===== config.mk =====
export PLATFORM = sky130hd
export DESIGN_NAME = integer_to_ascii_radix_core
export DESIGN_NICKNAME = d
export VERILOG_FILES = /design/src/rtl/itoar_pkg.sv /design/src/rtl/itoar_ram.sv /design/src/rtl/itoar_divider.sv /design/src/rtl/integer_to_ascii_radix_core.sv
export SDC_FILE = /design/constraint.sdc
export NUM_CORES = 1
export LEC_CHECK = 0
export BUFFER_PORTS_ARGS = -buffer_cell sky130_fd_sc_hd__buf_2
export CAP_MARGIN = 20
export CORE_AREA = 2 2 162 164
export CTS_BUF_LIST = sky130_fd_sc_hd__clkbuf_2 sky130_fd_sc_hd__clkbuf_4 sky130_fd_sc_hd__clkbuf_8
export DETAILED_ROUTE_END_ITERATION = 8
export DIE_AREA = 0 0 164 166
export PLACE_DENSITY_LB_ADDON = 0.08
export SYNTH_ARGS = -nofsm -noshare
export SYNTH_HDL_FRONTEND = slang
export SYNTH_HIERARCHICAL = 1
export SYNTH_SLANG_ARGS = --single-unit

===== constraint.sdc =====
create_clock -name clk -period 3.95 [get_ports clk]
set_input_delay 0.1975 -clock clk [delete_from_list [all_inputs] [get_ports clk]]
set_output_delay 0.1975 -clock clk [all_outputs]
set_load 0.01 [all_outputs]

===== src/rtl/itoar_pkg.sv =====
// shared types, character constants and digit-to-ascii mapping
package itoar_pkg;

    localparam int RADIX_BITS = 6;
    localparam int CHAR_BITS  = 7;

    localparam logic [RADIX_BITS-1:0] MIN_RADIX = 6'd2;
    localparam logic [RADIX_BITS-1:0] MAX_RADIX = 6'd36;
    localparam logic [RADIX_BITS-1:0] DEC_RADIX = 6'd10;

    localparam logic [CHAR_BITS-1:0] CHAR_ZERO    = 7'h30;
    localparam logic [CHAR_BITS-1:0] CHAR_LOWER_A = 7'h61;
    localparam logic [CHAR_BITS-1:0] CHAR_MINUS   = 7'h2d;

    localparam logic [RADIX_BITS-1:0] MAX_DEC_DIGIT = 6'd9;
    localparam logic [CHAR_BITS-1:0]  LETTER_OFFSET = 7'd10;

    typedef logic [RADIX_BITS-1:0] digit_t;
    typedef logic [CHAR_BITS-1:0]  ascii_t;

    // sequencer to divider
    typedef struct packed {
        logic   start;
        digit_t divisor;
    } div_ctl_t;

    // divider to sequencer
    typedef struct packed {
        logic busy;
        logic done;
    } div_stat_t;

    function automatic ascii_t digit_char(input digit_t d);
        ascii_t dx;
        dx = {1'b0, d};
        if (d > MAX_DEC_DIGIT)
            return dx - LETTER_OFFSET + CHAR_LOWER_A;
        return dx + CHAR_ZERO;
    endfunction

endpackage


===== src/rtl/itoar_ram.sv =====
// generic single-write, single-read ram with registered read data
module itoar_ram #(
    parameter int WIDTH = 6,
    parameter int DEPTH = 32
) (
    input  logic                     clk,
    input  logic                     we,
    input  logic [$clog2(DEPTH)-1:0] waddr,
    input  logic [WIDTH-1:0]         wdata,
    input  logic [$clog2(DEPTH)-1:0] raddr,
    output logic [WIDTH-1:0]         rdata
);

    logic [WIDTH-1:0] mem [DEPTH];
    logic [WIDTH-1:0] rdata_reg;

    always_ff @(posedge clk)
    begin
        if (we)
        begin
            mem[waddr] <= wdata;
        end
        rdata_reg <= mem[raddr];
    end

    assign rdata = rdata_reg;

endmodule


===== src/rtl/itoar_divider.sv =====
// iterative restoring divider, one quotient bit per cycle, small divisor
module itoar_divider #(
    parameter int WORD_BITS = 32
) (
    input  logic                     clk,
    input  logic                     rst_n,
    input  itoar_pkg::div_ctl_t      ctl,
    input  logic [WORD_BITS-1:0]     dividend,
    output itoar_pkg::div_stat_t     stat,
    output logic [WORD_BITS-1:0]     quotient,
    output itoar_pkg::digit_t        remainder
);

    localparam int CW = $clog2(WORD_BITS);
    localparam int RB = itoar_pkg::RADIX_BITS;

    logic                 busy_reg, busy_next;
    logic                 done_reg, done_next;
    logic [CW-1:0]        cnt_reg, cnt_next;
    logic [WORD_BITS-1:0] quo_reg, quo_next;
    logic [RB-1:0]        rem_reg, rem_next;
    logic [RB-1:0]        dvs_reg, dvs_next;

    logic [RB:0]          shifted;
    logic [RB+1:0]        trial;

    // shift one dividend bit into the partial remainder and try the subtract
    assign shifted = {rem_reg, quo_reg[WORD_BITS-1]};
    assign trial   = {1'b0, shifted} - {2'b00, dvs_reg};

    always_comb
    begin
        busy_next = busy_reg;
        done_next = 1'b0;
        cnt_next  = cnt_reg;
        quo_next  = quo_reg;
        rem_next  = rem_reg;
        dvs_next  = dvs_reg;
        if (ctl.start && !busy_reg)
        begin
            busy_next = 1'b1;
            cnt_next  = CW'(WORD_BITS - 1);
            quo_next  = dividend;
            rem_next  = '0;
            dvs_next  = ctl.divisor;
        end
        else if (busy_reg)
        begin
            if (!trial[RB+1])
            begin
                rem_next = trial[RB-1:0];
                quo_next = {quo_reg[WORD_BITS-2:0], 1'b1};
            end
            else
            begin
                rem_next = shifted[RB-1:0];
                quo_next = {quo_reg[WORD_BITS-2:0], 1'b0};
            end
            if (cnt_reg == '0)
            begin
                busy_next = 1'b0;
                done_next = 1'b1;
            end
            else
            begin
                cnt_next = cnt_reg - 1'b1;
            end
        end
    end

    always_ff @(posedge clk or negedge rst_n)
    begin
        if (!rst_n)
        begin
            busy_reg <= 1'b0;
            done_reg <= 1'b0;
            cnt_reg  <= '0;
        end
        else
        begin
            busy_reg <= busy_next;
            done_reg <= done_next;
            cnt_reg  <= cnt_next;
        end
    end

    always_ff @(posedge clk)
    begin
        quo_reg <= quo_next;
        rem_reg <= rem_next;
        dvs_reg <= dvs_next;
    end

    assign stat.busy = busy_reg;
    assign stat.done = done_reg;
    assign quotient  = quo_reg;
    assign remainder = rem_reg;

endmodule


===== src/rtl/integer_to_ascii_radix_core.sv =====
// top level: integer to ascii text in radix 2..36, msd first, signed in base 10 only
//
//  channel | signals                          | dir | beat
//  --------+----------------------------------+-----+------------------------------
//  input   | in_valid, in_stall, number_in,   | in  | one number and its radix
//          | radix                            |     |
//  output  | out_valid, out_stall, char_out,  | out | one ascii character, last_char
//          | last_char                        |     | set on the final one
//
//  one number divides out its digits one by one through the shared bit-serial
//  divider; each digit character then takes ram read, output load and hand-off,
//  a leading '-' takes output load and hand-off, plus any output stall
//  in_stall is high after the accepted input beat until the last character leaves
//  out_stall holds the output register and the sequencer in its hand-off state; the payload stays put while stalled
//  reset clears the sequencer, the divider control and the output valid flag;
//  the digit ram is not cleared, every entry is written before it is read
module integer_to_ascii_radix_core #(
    parameter int WORD_BITS = 32
) (
    input  logic        clk,
    input  logic        rst_n,
    input  logic        in_valid,
    output logic        in_stall,
    input  logic [31:0] number_in,
    input  logic [5:0]  radix,
    output logic        out_valid,
    input  logic        out_stall,
    output logic [6:0]  char_out,
    output logic        last_char
);

    localparam int AW  = $clog2(WORD_BITS);
    localparam int CNW = $clog2(WORD_BITS + 1);
    localparam int RB  = itoar_pkg::RADIX_BITS;

    // sequencer states
    localparam logic [2:0] S_IDLE  = 3'd0;
    localparam logic [2:0] S_START = 3'd1;
    localparam logic [2:0] S_DIV   = 3'd2;
    localparam logic [2:0] S_SIGN  = 3'd3;
    localparam logic [2:0] S_RD    = 3'd4;
    localparam logic [2:0] S_WAIT  = 3'd5;
    localparam logic [2:0] S_OUT   = 3'd6;

    logic [2:0]            state_reg, state_next;
    logic [CNW-1:0]        cnt_reg, cnt_next;
    logic [WORD_BITS-1:0]  quo_reg, quo_next;
    logic [RB-1:0]         radix_reg, radix_next;
    logic                  neg_reg, neg_next;
    logic                  ovalid_reg, ovalid_next;
    itoar_pkg::ascii_t     char_reg, char_next;
    logic                  last_reg, last_next;

    logic signed [31:0]    num_s;
    logic [WORD_BITS-1:0]  word;
    logic [WORD_BITS-1:0]  mag;
    logic [RB-1:0]         radix_cl;
    logic                  is_neg;
    logic                  in_take;
    logic                  out_take;
    logic [CNW-1:0]        cnt_dec;

    itoar_pkg::div_ctl_t   div_ctl;
    itoar_pkg::div_stat_t  div_stat;
    logic [WORD_BITS-1:0]  div_quo;
    itoar_pkg::digit_t     div_rem;

    logic                  ram_we;
    itoar_pkg::digit_t     ram_rdata;

    assign in_take  = in_valid && !in_stall;
    assign out_take = out_valid && !out_stall;

    // out-of-range radix codes clamp to the nearest legal base
    always_comb
    begin
        if (radix < itoar_pkg::MIN_RADIX)
            radix_cl = itoar_pkg::MIN_RADIX;
        else if (radix > itoar_pkg::MAX_RADIX)
            radix_cl = itoar_pkg::MAX_RADIX;
        else
            radix_cl = radix;
    end

    // sign-extend (or truncate) to the word, then take the unsigned magnitude
    // in base 10 only; the most negative value negates to itself as unsigned
    assign num_s  = number_in;
    assign word   = WORD_BITS'(num_s);
    assign is_neg = (radix_cl == itoar_pkg::DEC_RADIX) && word[WORD_BITS-1];
    assign mag    = is_neg ? ('0 - word) : word;

    assign cnt_dec = cnt_reg - 1'b1;

    always_comb
    begin
        state_next  = state_reg;
        cnt_next    = cnt_reg;
        quo_next    = quo_reg;
        radix_next  = radix_reg;
        neg_next    = neg_reg;
        ovalid_next = ovalid_reg;
        char_next   = char_reg;
        last_next   = last_reg;
        div_ctl.start   = 1'b0;
        div_ctl.divisor = radix_reg;
        ram_we      = 1'b0;
        unique case (state_reg)
            S_IDLE:
            begin
                if (in_take)
                begin
                    quo_next   = mag;
                    radix_next = radix_cl;
                    neg_next   = is_neg;
                    cnt_next   = '0;
                    state_next = S_START;
                end
            end
            S_START:
            begin
                div_ctl.start = 1'b1;
                state_next    = S_DIV;
            end
            S_DIV:
            begin
                // each finished division leaves one digit, least significant first
                if (div_stat.done)
                begin
                    ram_we   = 1'b1;
                    cnt_next = cnt_reg + 1'b1;
                    quo_next = div_quo;
                    if (div_quo == '0)
                        state_next = neg_reg ? S_SIGN : S_RD;
                    else
                        state_next = S_START;
                end
            end
            S_SIGN:
            begin
                char_next   = itoar_pkg::CHAR_MINUS;
                last_next   = 1'b0;
                ovalid_next = 1'b1;
                state_next  = S_OUT;
            end
            S_RD:
            begin
                // ram address is cnt_dec, data lands in the next cycle
                cnt_next   = cnt_dec;
                state_next = S_WAIT;
            end
            S_WAIT:
            begin
                char_next   = itoar_pkg::digit_char(ram_rdata);
                last_next   = (cnt_reg == '0);
                ovalid_next = 1'b1;
                state_next  = S_OUT;
            end
            S_OUT:
            begin
                if (!out_stall)
                begin
                    ovalid_next = 1'b0;
                    state_next  = last_reg ? S_IDLE : S_RD;
                end
            end
            default:
            begin
                state_next = S_IDLE;
            end
        endcase
    end

    always_ff @(posedge clk or negedge rst_n)
    begin
        if (!rst_n)
        begin
            state_reg  <= S_IDLE;
            cnt_reg    <= '0;
            quo_reg    <= '0;
            neg_reg    <= 1'b0;
            ovalid_reg <= 1'b0;
        end
        else
        begin
            state_reg  <= state_next;
            cnt_reg    <= cnt_next;
            quo_reg    <= quo_next;
            neg_reg    <= neg_next;
            ovalid_reg <= ovalid_next;
        end
    end

    always_ff @(posedge clk)
    begin
        radix_reg <= radix_next;
        char_reg  <= char_next;
        last_reg  <= last_next;
    end

    itoar_divider #(
        .WORD_BITS (WORD_BITS)
    ) u_divider (
        .clk       (clk),
        .rst_n     (rst_n),
        .ctl       (div_ctl),
        .dividend  (quo_reg),
        .stat      (div_stat),
        .quotient  (div_quo),
        .remainder (div_rem)
    );

    itoar_ram #(
        .WIDTH (RB),
        .DEPTH (WORD_BITS)
    ) u_digit_ram (
        .clk   (clk),
        .we    (ram_we),
        .waddr (cnt_reg[AW-1:0]),
        .wdata (div_rem),
        .raddr (cnt_dec[AW-1:0]),
        .rdata (ram_rdata)
    );

    assign in_stall  = (state_reg != S_IDLE);
    assign out_valid = ovalid_reg;
    assign char_out  = char_reg;
    assign last_char = last_reg;

    // a character is only presented while the sequencer waits on the hand-off
    a_valid_in_out: assert property (@(posedge clk) disable iff (!rst_n)
        out_valid |-> (state_reg == S_OUT))
        else $error("output valid outside hand-off state");

    // the divider is never restarted while still iterating
    a_no_restart: assert property (@(posedge clk) disable iff (!rst_n)
        div_ctl.start |-> !div_stat.busy)
        else $error("divider started while busy");

    // the final character frees the input side on the next cycle
    a_last_frees: assert property (@(posedge clk) disable iff (!rst_n)
        (out_take && last_char) |=> !in_stall)
        else $error("input not released after last character");

    // digit count never exceeds the store depth
    a_cnt_bound: assert property (@(posedge clk) disable iff (!rst_n)
        ram_we |-> (cnt_reg < CNW'(WORD_BITS)))
        else $error("digit store overflow");

endmodule


# Word level (Yosys, flattened, before mapping)
# Memory sizes are Yosys's and may differ from the RTL's. A register that Yosys moved wholly into a read port is not among the register bits.
# Index checks and enable logic that the tools add are counted.
# op_classes
addsub,8
order_cmp,3
n_eq_ne,11
mux,42
n_reduce_logical,22
# ops
cell,count
32-bit 2-to-1 mux,5
32-bit one-hot mux with 2 select lines,1
32-bit logical NOT,1
1-bit by 32-bit subtractor with 32-bit output (first input constant),1
6-bit 2-to-1 mux,5
3-bit 2-to-1 mux,6
3-bit one-hot mux with 6 select lines,1
6-bit one-hot mux with 3 select lines,1
1-bit 2-to-1 mux,15
5-bit 2-to-1 mux,3
7-bit 2-to-1 mux,2
7-bit one-hot mux with 2 select lines,1
3-bit == test (second input constant),3
3-bit AND reduction,3
2-bit nonzero test,4
7-bit by 6-bit subtractor with 8-bit output,1
6-bit by 6-bit adder with 7-bit output (second input constant),1
7-bit adder (second input constant),1
6-bit by 4-bit subtractor with 7-bit output (second input constant),1
6-bit by 1-bit adder with 6-bit output (second input constant),1
3-bit by 2-bit == test with 1-bit output (second input constant),2
6-bit by 4-bit == test with 1-bit output (second input constant),1
6-bit by 4-bit greater-than comparator with 1-bit output (second input constant),1
6-bit greater-than comparator (second input constant),1
other kinds (15),24
# word_totals
regBits,108
mem_bits_rw,192
inputBits,42
out_inout_bits,10
wordCells,101
mem_count,1
# mem_list
name,depth,word_bits,read_ports,rd_ports_with_merged_regs,write_ports,line_no,text
u_digit_ram.mem,32,6,1,1,1,itoar_ram.sv:14,logic [WIDTH-1:0] mem [DEPTH];

# Longest topological paths before layout
# logic_depth
ltp_word,8
mapped_depth,9
depth_no_buf,9

# Modules after synthesis
# Netlist, hierarchy kept.
# by_module_without_submodules
module,instances,cells_each,area_each_um2,seq_area_each_um2
itoar_ram,1,323,7589.8,5885.6
integer_to_ascii_radix_core,1,433,3834.9,1496.4
itoar_divider,1,173,2374.8,1436.4

# Worst setup path before layout
# No wires, ideal clock.
# synth_timing
path_type,reg-to-reg
start,"register, netlist name cnt_reg[0]"
end,"register u_digit_ram.rdata_reg[0], in the netlist u_digit_ram/rdata[0], read port of u_digit_ram.mem"
setup_ns,0.121
t_arrival_ns,2.990
t_required_ns,3.829
slack_ns,0.839
path_stages_with_launch,10
path_buffers,3
period_less_slack_ns,3.111
cell_sequence,dfrtp_1 -> clkbuf_1 -> inv_1 -> ha_1 -> xor2_1 -> clkbuf_1 -> clkbuf_1 -> mux4_2 -> mux4_2 -> mux2_2
# synth_rtl
element,line_no,text
"end, declared",itoar_ram.sv:15,logic [WIDTH-1:0] rdata_reg;

==> results.sh <==
export IMPL_outcome="finished clean"
export IMPL_cts_tree="done"
export IMPL_cp_arrival_ns=3.42
export IMPL_drive_above_1_share=0.262
export IMPL_cp_required_ns=4.40
export IMPL_dieArea_um2=27200
export IMPL_dp_cells=1283
export IMPL_post_cts_setup_buffers=0
export IMPL_n_antenna_cell=0
export IMPL_r2r_cells=7
export IMPL_final_seq_area_um2=8820
export IMPL_antenna_found_initial=0
export IMPL_worst_r2r_setup_slack_ns=0.98
export IMPL_crit_start="cnt_reg[0]"
export IMPL_r2r_end="u_digit_ram/rdata[3]"
export IMPL_setup_worst_path_class="reg -> reg"
export IMPL_total_power_mw=6.27
export IMPL_viasPerCell=5.80
export IMPL_drt_iter0_drc=650
export IMPL_htreeDepth=2
export IMPL_skew_ns=0.0122
export IMPL_cp_end_kind="register"
export IMPL_yosysWarnings=6
export IMPL_fillers=1916
export IMPL_min_to="quo_reg[9]"
export IMPL_worst_slew_pin_slew_ns=0.980
export IMPL_core_region_area_um2=25600
export IMPL_first_global_vias=8163
export IMPL_r2r_start="cnt_reg[0]"
export IMPL_final_cells=1398
export IMPL_largest_reg_flops=192
export IMPL_cts_sinks=306
export IMPL_synthCells=928
export IMPL_wirelength_mm=28.3
export IMPL_multiInputGateArea_um2=4670
export IMPL_hold_path_class="in -> reg"
export IMPL_relSlewSlack=0.345
export IMPL_crit_fanout=41
export IMPL_root_buffer="clkbuf_8"
export IMPL_port_buffers=51
export IMPL_synthesis_area_um2=13800
export IMPL_powerDensity_nw_per_um2=400
export IMPL_fp_dieW_um=164
export IMPL_hpwl_mm=18.3
export IMPL_finalSetupViolations=0
export IMPL_clk_path_buf_depth=3
export IMPL_postSynthAreaPerCell_um2=14.9
export IMPL_ios=52
export IMPL_layout_nets=1085
export IMPL_synthToLayoutAreaGrowth_pct=13.6
export IMPL_ant_nets=0
export IMPL_tns_ns=0
export IMPL_synth_fp_nets=988
export IMPL_hold_depth=3
export IMPL_clk_latency_ns=0.56
export IMPL_place_area_um2=14400
export IMPL_rsz0062_at_grt="false"
export IMPL_startpoint_type="register"
export IMPL_grt_pass1_wl_mm=45.7
export IMPL_fin_crit_sh=0.752
export IMPL_place_congestion=0.808
export IMPL_finalCriticalPeriod_ns=2.97
export IMPL_numCtsBuffers=49
export IMPL_grt_max_degree=46
export IMPL_leakagePower_nw=6.09
export IMPL_drv_cap=0
export IMPL_row_count=59
export IMPL_clk_pin_slew_ns=0.06
export IMPL_initial_core_util=0.538
export IMPL_drt_first_pass_iters=5
export IMPL_die_h_um=166
export IMPL_holdWs_ns=0.0195
export IMPL_grt_use_total=0.217
export IMPL_peakVddDrop_mv=0.280
export IMPL_final_area_um2=15700
export IMPL_post_drt_wl_per_cell_um=20.2
export IMPL_drc=0
export IMPL_slew_viol_final=0
export IMPL_finalHoldViolations=0
export IMPL_overflow=0
export IMPL_max_freq_mhz=337
export IMPL_vias=8106
export IMPL_min_from="number_in[9]"
-- critical path, stage by stage (launching register included) --
cell and delay, ns:
dfrtp_1 0.58, inv_2 0.11, ha_1 0.31, xor2_4 0.35, buf_12 0.29, mux4_2 0.39, mux4_2 0.51, mux2_2 0.28
-- worst max path at each step --
stage	to	slack, ns	cells past startpoint
detailed placement	u_digit_ram/rdata[2]	1.00	7
global placement	u_digit_ram/rdata[2]	1.06	7
floorplan	u_digit_ram/rdata[0]	0.84	9
global route	u_digit_ram/rdata[2]	0.86	7
finish	u_digit_ram/rdata[3]	0.98	7
CTS	u_digit_ram/rdata[5]	1.0	7
-- where the power goes --
group / internal [mW] / switching, mW / leakage (nW)
clock: 1.52 / 1.19 / 0.529
combinational: 0.0552 / 0.0614 / 2.04
sequential: 3.44 / 0.00127 / 3.52
total: 5.01 / 1.26 / 6.09
-- final cells by class --
cell class              count  area share
clock buffers              75      0.0575
clock inverters            14     0.00607
inverters                  28     0.00671
multi-input cells         545       0.298
flip-flops and latches    306       0.563
well taps                 335      0.0267
repair buffers             95      0.0423
-- repair_timing --
action                                 in CTS  in global routing
hold buffers                               26                  0
gates resized for setup                     0                  0
endpoints found under the hold margin      73                  0
-- per-stage QoR --
stage                      util  setup slack (ns)
final                     0.612             0.980
after global routing      0.612             0.863
after CTS                 0.612              1.00
after detailed placement  0.563              1.00
after global placement    0.563              1.06
after floorplan               -             0.839
-- layer usage --
layer / share of wire / global-route usage
met1: 0.45 / 0.311
met4: 0.020 / 0.0584
met5: 0 / 0
met3: 0.042 / 0.0340
met2: 0.49 / 0.348
-- cell usage in the layout (no fill, tap or decap), types with 4 or more instances in the layout --
| master | count |
|---|---|
| or2_2 | 5 |
| xor2_1 | 17 |
| nor4_1 | 11 |
| clkbuf_4 | 21 |
| or3b_2 | 5 |
| o31ai_1 | 5 |
| nor2_1 | 63 |
| buf_2 | 51 |
| a21oi_1 | 40 |
| nand3_1 | 12 |
| mux4_2 | 60 |
| a31oi_1 | 11 |
| o21ai_1 | 5 |
| inv_1 | 27 |
| edfxtp_1 | 244 |
| nand3b_1 | 6 |
| mux2_2 | 40 |
| clkbuf_8 | 54 |
| buf_4 | 17 |
| ha_1 | 17 |
| nor3_1 | 14 |
| or3_1 | 5 |
| dlygate4sd3_1 | 26 |
| o21ai_0 | 34 |
| nand2b_1 | 6 |
| and3_1 | 23 |
| nand2_1 | 52 |
| and2_1 | 6 |
| o221ai_1 | 12 |
| a41oi_1 | 4 |
| dfrtp_1 | 50 |
| nor2b_1 | 5 |
| dfxtp_1 | 12 |
| xnor2_1 | 22 |
| clkinv_1 | 8 |
| o211ai_1 | 7 |
Power figures use the tool's default switching activity.
